===== src/hw/rtl/cst_pkg.sv =====
// Shared constants, types and character-class functions of the stream tokenizer.
`default_nettype none

package cst_pkg;

    localparam int OFFSET_BITS = 16;
    localparam int FIELD_W     = 16;
    localparam int KIND_W      = 5;
    localparam int EXT_W       = ((OFFSET_BITS > FIELD_W) ? OFFSET_BITS : FIELD_W) + 1;
    localparam int FIELD_MAX   = (2 ** FIELD_W) - 1;
    localparam int FIFO_DEPTH  = 4;
    localparam int PTR_W       = $clog2(FIFO_DEPTH);
    localparam int NUM_SPECIAL = 17;

    localparam logic [1:0] MODE_IDLE  = 2'd0;
    localparam logic [1:0] MODE_IDENT = 2'd1;
    localparam logic [1:0] MODE_NUM   = 2'd2;
    localparam logic [1:0] MODE_HALT  = 2'd3;

    localparam logic [KIND_W-1:0] KIND_IDENT        = 5'd0;
    localparam logic [KIND_W-1:0] KIND_NUM          = 5'd1;
    localparam logic [KIND_W-1:0] KIND_INVALID      = 5'd2;
    localparam logic [KIND_W-1:0] KIND_SPECIAL_BASE = 5'd3;

    localparam logic [7:0] CH_UNDERSCORE = 8'h5F;
    localparam logic [7:0] CH_DOT        = 8'h2E;
    localparam logic [7:0] CH_PLUS       = 8'h2B;
    localparam logic [7:0] CH_MINUS      = 8'h2D;
    localparam logic [7:0] CH_UPPER_E    = 8'h45;
    localparam logic [7:0] CH_LOWER_E    = 8'h65;
    localparam logic [7:0] CH_SPACE      = 8'h20;

    // ( ) [ ] { } < > = + - * / ^ , : ;  in token-kind order
    localparam logic [7:0] SPECIAL_CHARS [NUM_SPECIAL] = '{
        8'h28, 8'h29, 8'h5B, 8'h5D, 8'h7B, 8'h7D, 8'h3C, 8'h3E, 8'h3D,
        8'h2B, 8'h2D, 8'h2A, 8'h2F, 8'h5E, 8'h2C, 8'h3A, 8'h3B
    };

    typedef struct packed {
        logic [KIND_W-1:0]  kind;
        logic [FIELD_W-1:0] start;
        logic [FIELD_W-1:0] length;
    } t_token;

    // Tokens caused by one request; the first slot is always used.
    typedef struct packed {
        t_token tok0;
        t_token tok1;
        logic   two;
    } t_entry;

    function automatic logic is_letter(input logic [7:0] c);
        return (c >= 8'h61 && c <= 8'h7A) || (c >= 8'h41 && c <= 8'h5A);
    endfunction

    function automatic logic is_digit(input logic [7:0] c);
        return c >= 8'h30 && c <= 8'h39;
    endfunction

    function automatic logic is_space(input logic [7:0] c);
        return c == CH_SPACE || (c >= 8'h09 && c <= 8'h0D);
    endfunction

    function automatic logic [FIELD_W-1:0] sat_field(input logic [EXT_W-1:0] v);
        if (v > EXT_W'(FIELD_MAX)) begin
            return '1;
        end
        return v[FIELD_W-1:0];
    endfunction

    // A zero length still counts as one character.
    function automatic logic [FIELD_W-1:0] token_len(input logic [EXT_W-1:0] v);
        if (v == '0) begin
            return FIELD_W'(1);
        end
        return sat_field(v);
    endfunction

endpackage

`default_nettype wire


===== src/hw/rtl/cst_if.sv =====
// Valid/ready channel interfaces for input bytes and output tokens.
`default_nettype none

interface cst_byte_if;
    logic       valid;
    logic       ready;
    logic [7:0] ch;
    logic       end_of_text;

    modport source (output valid, output ch, output end_of_text, input ready);
    modport sink   (input valid, input ch, input end_of_text, output ready);
endinterface

interface cst_tok_if;
    logic                         valid;
    logic                         ready;
    logic [cst_pkg::KIND_W-1:0]   token_kind;
    logic [cst_pkg::FIELD_W-1:0]  token_start;
    logic [cst_pkg::FIELD_W-1:0]  token_length;
    logic                         run_last;

    modport source (output valid, output token_kind, output token_start,
                    output token_length, output run_last, input ready);
    modport sink   (input valid, input token_kind, input token_start,
                    input token_length, input run_last, output ready);
endinterface

`default_nettype wire


===== src/hw/rtl/char_stream_tokenizer.sv =====
// Top level of the streaming character tokenizer.
`default_nettype none

//  Channel  | Dir | Payload                                          | Handshake
//  i_byte   | in  | ch[7:0], end_of_text                             | valid/ready
//  o_tok    | out | token_kind[4:0], token_start[15:0],              | valid/ready
//           |     | token_length[15:0], run_last                     |
//
// One byte request is taken every cycle while the token queue has room; its
// tokens are registered in the queue and reach o_tok after the entries ahead of them.
// The output sends one token per cycle while o_tok.ready is high, so a byte that
// yields two tokens holds the output for both; the four-entry queue absorbs such bursts.
// A synchronous active-low reset returns the scanner to idle at offset zero
// and empties the queue.
// A stall on o_tok backs up only through the queue: i_byte.ready falls when
// the queue is full, never because a token is waiting on the output.
module char_stream_tokenizer (
    input  wire logic i_clk,
    input  wire logic i_rst_n,
    cst_byte_if.sink  i_byte,
    cst_tok_if.source o_tok
);
    import cst_pkg::*;

    logic   push;
    logic   pop;
    logic   full;
    logic   empty;
    t_entry entry_in;
    t_entry head;

    // The front end scans each byte and forms the entry of tokens it causes.
    cst_front u_front (
        .i_clk   (i_clk),
        .i_rst_n (i_rst_n),
        .i_byte  (i_byte),
        .i_full  (full),
        .o_push  (push),
        .o_entry (entry_in)
    );

    // The queue decouples scanning from token delivery.
    cst_fifo u_fifo (
        .i_clk   (i_clk),
        .i_rst_n (i_rst_n),
        .i_push  (push),
        .i_entry (entry_in),
        .i_pop   (pop),
        .o_full  (full),
        .o_empty (empty),
        .o_head  (head)
    );

    // The back end streams out the tokens of each entry in order.
    cst_back u_back (
        .i_clk   (i_clk),
        .i_rst_n (i_rst_n),
        .i_empty (empty),
        .i_head  (head),
        .o_pop   (pop),
        .o_tok   (o_tok)
    );

endmodule

`default_nettype wire


===== src/hw/rtl/cst_front.sv =====
// Front end: accepts bytes, runs the scanner state and builds token entries.
`default_nettype none

module cst_front (
    input  wire logic           i_clk,
    input  wire logic           i_rst_n,
    cst_byte_if.sink            i_byte,
    input  wire logic           i_full,
    output logic                o_push,
    output cst_pkg::t_entry     o_entry
);
    import cst_pkg::*;

    logic [1:0]             r_mode, n_mode;
    logic [OFFSET_BITS-1:0] r_start, n_start;
    logic [OFFSET_BITS-1:0] r_pos, n_pos;
    logic                   r_dot, n_dot;
    logic                   r_exp, n_exp;

    logic                   accept;
    logic [7:0]             c;
    logic                   c_is_exp;
    logic                   c_in_num;
    logic                   consumed;
    logic                   spec_hit;
    logic [KIND_W-1:0]      spec_kind;
    logic                   a_valid, b_valid;
    t_token                 tok_a, tok_b;
    logic [1:0]             mode_mid;
    logic [OFFSET_BITS-1:0] diff_pend;
    logic [OFFSET_BITS-1:0] diff_last;

    assign i_byte.ready = !i_full;
    assign accept       = i_byte.valid && !i_full;
    assign c            = i_byte.ch;
    assign c_is_exp     = (c == CH_UPPER_E) || (c == CH_LOWER_E);
    assign c_in_num     = is_digit(c) || c == CH_DOT || c_is_exp ||
                          c == CH_PLUS || c == CH_MINUS;
    assign diff_pend    = r_pos - r_start;

    always_comb begin
        spec_hit  = 1'b0;
        spec_kind = KIND_INVALID;
        for (int i = 0; i < NUM_SPECIAL; i++) begin
            if (c == SPECIAL_CHARS[i]) begin
                spec_hit  = 1'b1;
                spec_kind = KIND_SPECIAL_BASE + KIND_W'(i);
            end
        end
    end

    always_comb begin
        n_mode   = r_mode;
        n_start  = r_start;
        n_dot    = r_dot;
        n_exp    = r_exp;
        n_pos    = r_pos;
        consumed = 1'b0;
        a_valid  = 1'b0;
        b_valid  = 1'b0;
        tok_a    = '{kind: KIND_IDENT, start: sat_field(EXT_W'(r_start)),
                     length: token_len(EXT_W'(diff_pend))};
        tok_b    = '{kind: KIND_INVALID, start: sat_field(EXT_W'(r_pos)),
                     length: FIELD_W'(1)};

        // A pending token either takes the byte or is closed by it.
        case (r_mode)
            MODE_IDENT: begin
                if (is_letter(c) || is_digit(c) || c == CH_UNDERSCORE) begin
                    consumed = 1'b1;
                end else begin
                    a_valid = 1'b1;
                    n_mode  = MODE_IDLE;
                end
            end
            MODE_NUM: begin
                if (c_in_num && !(c == CH_DOT && r_dot) && !(c_is_exp && r_exp)) begin
                    consumed = 1'b1;
                    if (c == CH_DOT) begin
                        n_dot = 1'b1;
                    end
                    if (c_is_exp) begin
                        n_exp = 1'b1;
                    end
                end else begin
                    a_valid    = 1'b1;
                    tok_a.kind = KIND_NUM;
                    n_mode     = MODE_IDLE;
                end
            end
            default: begin
            end
        endcase

        // A byte that no pending token took is scanned as the start of a new token.
        if (!consumed && n_mode == MODE_IDLE) begin
            if (is_space(c)) begin
            end else if (is_letter(c)) begin
                n_mode  = MODE_IDENT;
                n_start = r_pos;
            end else if (is_digit(c)) begin
                n_mode  = MODE_NUM;
                n_start = r_pos;
                n_dot   = 1'b0;
                n_exp   = 1'b0;
            end else if (spec_hit) begin
                b_valid    = 1'b1;
                tok_b.kind = spec_kind;
            end else begin
                b_valid = 1'b1;
                n_mode  = MODE_HALT;
            end
        end
        mode_mid  = n_mode;
        diff_last = r_pos - n_start;

        if (i_byte.end_of_text) begin
            // The last byte flushes a pending token, byte included.
            if (mode_mid == MODE_IDENT || mode_mid == MODE_NUM) begin
                b_valid      = 1'b1;
                tok_b.kind   = (mode_mid == MODE_IDENT) ? KIND_IDENT : KIND_NUM;
                tok_b.start  = sat_field(EXT_W'(n_start));
                tok_b.length = token_len(EXT_W'(diff_last) + EXT_W'(1));
            end
            n_mode  = MODE_IDLE;
            n_start = '0;
            n_pos   = '0;
            n_dot   = 1'b0;
            n_exp   = 1'b0;
        end else if (r_pos != '1) begin
            n_pos = r_pos + OFFSET_BITS'(1);
        end
    end

    assign o_push        = accept && (a_valid || b_valid);
    assign o_entry.tok0  = a_valid ? tok_a : tok_b;
    assign o_entry.tok1  = tok_b;
    assign o_entry.two   = a_valid && b_valid;

    always_ff @(posedge i_clk) begin
        if (!i_rst_n) begin
            r_mode  <= MODE_IDLE;
            r_start <= '0;
            r_pos   <= '0;
            r_dot   <= 1'b0;
            r_exp   <= 1'b0;
        end else if (accept) begin
            r_mode  <= n_mode;
            r_start <= n_start;
            r_pos   <= n_pos;
            r_dot   <= n_dot;
            r_exp   <= n_exp;
        end
    end

    a_halt_silent: assert property (@(posedge i_clk) disable iff (!i_rst_n)
        (r_mode == MODE_HALT && !i_byte.end_of_text) |-> !o_push)
        else $error("halted scanner produced a token");

    a_pos_cleared: assert property (@(posedge i_clk) disable iff (!i_rst_n)
        (accept && i_byte.end_of_text) |=> (r_pos == '0 && r_mode == MODE_IDLE))
        else $error("scanner state not cleared after last byte");

endmodule

`default_nettype wire


===== src/hw/rtl/cst_fifo.sv =====
// Short queue of token entries between the front and back ends.
`default_nettype none

module cst_fifo (
    input  wire logic            i_clk,
    input  wire logic            i_rst_n,
    input  wire logic            i_push,
    input  wire cst_pkg::t_entry i_entry,
    input  wire logic            i_pop,
    output logic                 o_full,
    output logic                 o_empty,
    output cst_pkg::t_entry      o_head
);
    import cst_pkg::*;

    t_entry           r_mem [FIFO_DEPTH];
    logic [PTR_W-1:0] r_wr_ptr;
    logic [PTR_W-1:0] r_rd_ptr;
    logic [PTR_W:0]   r_count;

    assign o_full  = (r_count == (PTR_W + 1)'(FIFO_DEPTH));
    assign o_empty = (r_count == '0);
    assign o_head  = r_mem[r_rd_ptr];

    always_ff @(posedge i_clk) begin
        if (i_push) begin
            r_mem[r_wr_ptr] <= i_entry;
        end
    end

    always_ff @(posedge i_clk) begin
        if (!i_rst_n) begin
            r_wr_ptr <= '0;
            r_rd_ptr <= '0;
            r_count  <= '0;
        end else begin
            if (i_push) begin
                r_wr_ptr <= r_wr_ptr + PTR_W'(1);
            end
            if (i_pop) begin
                r_rd_ptr <= r_rd_ptr + PTR_W'(1);
            end
            if (i_push && !i_pop) begin
                r_count <= r_count + (PTR_W + 1)'(1);
            end else if (!i_push && i_pop) begin
                r_count <= r_count - (PTR_W + 1)'(1);
            end
        end
    end

    a_no_overflow: assert property (@(posedge i_clk) disable iff (!i_rst_n)
        !(i_push && o_full))
        else $error("push into full token queue");

    a_no_underflow: assert property (@(posedge i_clk) disable iff (!i_rst_n)
        !(i_pop && o_empty))
        else $error("pop from empty token queue");

endmodule

`default_nettype wire


===== src/hw/rtl/cst_back.sv =====
// Back end: sends the one or two tokens of each queued entry, one per cycle while o_tok.ready is high.
`default_nettype none

module cst_back (
    input  wire logic            i_clk,
    input  wire logic            i_rst_n,
    input  wire logic            i_empty,
    input  wire cst_pkg::t_entry i_head,
    output logic                 o_pop,
    cst_tok_if.source            o_tok
);
    import cst_pkg::*;

    logic   r_sub;
    t_token cur;
    logic   fire;

    assign cur                = r_sub ? i_head.tok1 : i_head.tok0;
    assign o_tok.valid        = !i_empty;
    assign o_tok.token_kind   = cur.kind;
    assign o_tok.token_start  = cur.start;
    assign o_tok.token_length = cur.length;
    assign o_tok.run_last     = r_sub || !i_head.two;
    assign fire               = o_tok.valid && o_tok.ready;
    assign o_pop              = fire && o_tok.run_last;

    always_ff @(posedge i_clk) begin
        if (!i_rst_n) begin
            r_sub <= 1'b0;
        end else if (fire) begin
            r_sub <= !o_tok.run_last;
        end
    end

    a_sub_on_pair: assert property (@(posedge i_clk) disable iff (!i_rst_n)
        r_sub |-> (!i_empty && i_head.two))
        else $error("second slot selected without a two-token entry");

endmodule

`default_nettype wire

===== src/flat_wrapper.sv =====
// flat-port wrapper written by rule: the top's interface ports become plain ports
module char_stream_tokenizer_flat import cst_pkg::*;
  (i_clk, i_rst_n, i_byte_valid, i_byte_ch, i_byte_end_of_text, i_byte_ready, o_tok_valid, o_tok_token_kind, o_tok_token_start, o_tok_token_length, o_tok_run_last, o_tok_ready);
  cst_byte_if i_byte_i ();
  cst_tok_if o_tok_i ();
  input  wire logic i_clk;
  input  wire logic i_rst_n;
  input wire logic [$bits(i_byte_i.valid)-1:0] i_byte_valid;
  input wire logic [$bits(i_byte_i.ch)-1:0] i_byte_ch;
  input wire logic [$bits(i_byte_i.end_of_text)-1:0] i_byte_end_of_text;
  output wire logic [$bits(i_byte_i.ready)-1:0] i_byte_ready;
  output wire logic [$bits(o_tok_i.valid)-1:0] o_tok_valid;
  output wire logic [$bits(o_tok_i.token_kind)-1:0] o_tok_token_kind;
  output wire logic [$bits(o_tok_i.token_start)-1:0] o_tok_token_start;
  output wire logic [$bits(o_tok_i.token_length)-1:0] o_tok_token_length;
  output wire logic [$bits(o_tok_i.run_last)-1:0] o_tok_run_last;
  input wire logic [$bits(o_tok_i.ready)-1:0] o_tok_ready;
  assign i_byte_i.valid = i_byte_valid;
  assign i_byte_i.ch = i_byte_ch;
  assign i_byte_i.end_of_text = i_byte_end_of_text;
  assign i_byte_ready = i_byte_i.ready;
  assign o_tok_valid = o_tok_i.valid;
  assign o_tok_token_kind = o_tok_i.token_kind;
  assign o_tok_token_start = o_tok_i.token_start;
  assign o_tok_token_length = o_tok_i.token_length;
  assign o_tok_run_last = o_tok_i.run_last;
  assign o_tok_i.ready = o_tok_ready;
  char_stream_tokenizer u_core (.i_clk(i_clk), .i_rst_n(i_rst_n), .i_byte(i_byte_i), .o_tok(o_tok_i));
endmodule

===== config.mk =====
export PLATFORM = sky130hd
export DESIGN_NAME = char_stream_tokenizer_flat
export DESIGN_NICKNAME = d
export VERILOG_FILES = /design/src/hw/rtl/cst_pkg.sv /design/src/hw/rtl/cst_if.sv /design/src/hw/rtl/char_stream_tokenizer.sv /design/src/hw/rtl/cst_front.sv /design/src/hw/rtl/cst_fifo.sv /design/src/hw/rtl/cst_back.sv /design/src/flat_wrapper.sv
export SDC_FILE = /design/constraint.sdc
export NUM_CORES = 1
export LEC_CHECK = 0
export BUFFER_PORTS_ARGS = -buffer_cell sky130_fd_sc_hd__buf_4
export CAP_MARGIN = 10
export CORE_UTILIZATION = 35
export DETAILED_ROUTE_END_ITERATION = 16
export SLEW_MARGIN = 20
export SYNTH_ARGS = -nofsm -noshare
export SYNTH_HDL_FRONTEND = slang
export SYNTH_SLANG_ARGS = --single-unit

===== constraint.sdc =====
create_clock -name i_clk -period 6.2 [get_ports i_clk]
set_clock_uncertainty 0.15 [all_clocks]
set_input_delay 0.31 -clock i_clk [delete_from_list [all_inputs] [get_ports i_clk]]
set_output_delay 0.31 -clock i_clk [all_outputs]
set_load 0.005 [all_outputs]

==> results.md <==
- Inserted Clock Buffers: 37
- Post-synth net total: 1291
- Antenna violations before repair: 1
- Status: completed
- Synth top area share: between 50% and 60%
- Layout Cells excl Fill: 1956
- Distinct cells, synth: between 80 and 90
- CTS H-tree lvls: 2
- Root Buffer: clkbuf_16
- Area of the die: 49000 um2
- Slew HR: 30.1%
- Max_cap viols: 0
- FF+latch count, synth: 346
- Dpl cells: 1890
- CTS tree: built
- VDD IR max: 0.000198 V
- Chip width: 221 um
- Initial drt markers: roughly 910
- Synthesized area: around 17000 um2
- Post-Syn Instances: about 1200
- Cell taking the most area after synthesis: edfxtp_1
- Synthesized area per cell: between 10 and 15 um2
- DP HPWL: 27300 um
- Seq/Total Area, Yosys: 58.9%
- EDFF count, synth: 300
- Ratio of cells with drive above 1 in the final layout: a little under a quarter
- Crit Path Class: register to register
- Vias: 10500
- CP startpoint kind: register
- Final wirelength: 39700 um
- Lkg Pwr: approximately 0.0065 uW
- GPL Wtd Cong: 0.896
- HP Class: input pin to register
- Worst-path clk slew: 0.06 ns
- Max clock buf depth: 3
- Count of pins over their slew limit: 0
- N_diodes: 0
- Fin crit share: 94.9%
- Crit path max-delay cell type: or4_1
- Later-pin clock latency in the skew report: 0.52 ns
- Ys Warns: 0
- Port bufs: between 50 and 60
- WP data arrival: 5.99 ns
- DRT Pass-1 Iters: 7
- Final setup fails: 0
- Clk sinks: approximately 350
- Setup crit end kind: register
- Ports: 53
- Cell repeated most along the worst path: buf_4
- Largest net degree at the start of global routing: 43
- Main synth FF type: edfxtp_1
- Final antenna-violating net count: 0
- Ys async rst share: 0%
- Layout Nets: 1363
- Peak Freq: approximately 170 MHz
- Setup Buffers After CTS: 0
- Die Y: 221 um
- Gr ovfl total: 0
- Filler cells: 4431
- Initial Util: 35.4%
- Synth area leaders: edfxtp_1 (53%), mux4_2 (10%), dfxtp_1 (5.5%), mux2_2 (3.3%), ha_1 (2.5%)
- Vias in the first global route: 10600
- PD cells: 359 nW/um2
- Crit path required time: around 6.3 ns
- All-layer global routing usage: 16.3%
- DRC: 0
- Area grow syn2layout: 15.1%
- CP Max Fanout: 16
- Min cycle time layout: around 5.9 ns
- DR vias/cell: 5.35
- Critical path buffers and inverters: 6
- Final hold viol count: 0
- Wire per inst: 20.3 um
- Post-synth top cells: edfxtp_1 (300), nand2_1 (84), nor2_1 (81)
- Hold slack: 0.0223 ns
- Worst Tran Pin Value: 1.04 ns
- Worst path top cell family by delay: compound AO/OA/AOI/OAI gates
- Most common cell in the synthesized netlist: edfxtp_1
- FP Rows: 80
- Max incr delay on CP: 0.44 ns
- Core Area: 47600 um2
- First-pass GRT wire length: 61700 um
==> where the power goes <==
group          switching, uW  leakage [uW]  total [uW]  internal [uW]
sequential               136       0.00317        3020           2890
clock                    856      0.000577        2130           1270
combinational            917       0.00272        1800            885
total                   1910       0.00646        6950           5040
==> worst min-delay path: stages <==
cell	delay, ns
buf_4	0.17
nand4_1	0.08
a21boi_0	0.07
==> cells in the final DEF, fill, tap and decap left out, types with 24 or more instances in the layout <==
| cell | n |
|---|---|
| mux2_2 | 49 |
| xnor2_1 | 27 |
| buf_4 | 91 |
| a21oi_1 | 36 |
| clkbuf_16 | 40 |
| nand3_1 | 25 |
| mux4_2 | 75 |
| edfxtp_1 | 300 |
| dfxtp_1 | 43 |
| nand2_1 | 83 |
| xor2_1 | 24 |
| ha_1 | 31 |
| o21ai_0 | 63 |
| nor2b_1 | 34 |
| inv_1 | 42 |
| nor2_1 | 81 |
==> logic make-up (layout without fill, tap and decap cells) <==
kind of cell	count (synthesis)	after routing	synth area share [%]
DFF	346	346	58.9
xor gates and xnor gates	51	51	2.65
buffers and inverters	107	205	2.47
and+or+nand+nor	355	355	10.9
muxes	127	127	13.5
AOI/OAI and AO/OA	218	218	8.67
adders and majority gates	39	39	2.93
==> repair_timing <==
action | CTS | global route
endpoints found under the hold margin | 1 | 0
resized for setup | 0 | 5
hold buffers | 1 | 0
setup endpoints to repair | 0 | 60
==> layout make-up <==
class                   instances  area, um2  area share (%)
well taps                     615        769            3.97
inverters                      43        161           0.832
clock inverters                14        121           0.626
multi-input cells             790       6570            33.9
flip-flops and latches        346       9940            51.2
clock buffers                  51       1050            5.43
repair buffers                 97        785            4.05
==> worst paths after layout <==
kind,startpoint,endpoint,slack [ns],cells after the start
setup reg to reg,u_core.u_front.r_mode[0],u_core.u_fifo.r_mem[2][3],0.32,25
hold reg to reg,u_core.u_front.r_dot,u_core.u_front.r_dot,0.33,2
setup / recovery,u_core.u_front.r_mode[0],u_core.u_fifo.r_mem[2][3],0.32,25
hold / removal,i_byte_ch[1],u_core.u_front.r_dot,0.02,3
==> sequential cells by signal, indices dropped and copies added, names as in the netlist, named ones only <==
name / count
u_core.u_fifo.r_mem: 300
u_core.u_front.r_pos: 16
u_core.u_front.r_start: 16
u_core.u_fifo.r_count: 3
u_core.u_fifo.r_rd_ptr: 2
u_core.u_fifo.r_wr_ptr: 2
u_core.u_front.r_mode: 2
u_core.u_back.r_sub: 1
u_core.u_front.r_dot: 1
u_core.u_front.r_exp: 1
==> layer usage <==
layer	wire length [um]	share of wire (%)	up-vias	global-route usage, %
li1	-	-	4919	-
met5	0	0	-	0
met4	1390	3.5	0	6.16
met2	18300	46	236	26.1
met1	18400	46	5230	22.6
met3	1630	4.1	84	2.42
==> metrics by stage <==
step | instance area [um2] | worst slack [ns] | utilization, % | TNS [ns] | total power, uW
after floorplan | 16900 | 0.101 | - | 0 | 4190
after global placement | 18200 | 0.131 | 38.2 | 0 | 4900
after detailed placement | 18200 | 0.0104 | 38.2 | 0 | 4920
after CTS | 19400 | 0.154 | 40.6 | 0 | 7060
after global routing | 19400 | -0.0000320 | 40.7 | -0.0000404 | 7290
final | 19400 | 0.316 | 40.7 | 0 | 6950
(Power assumes the default switching activity.)
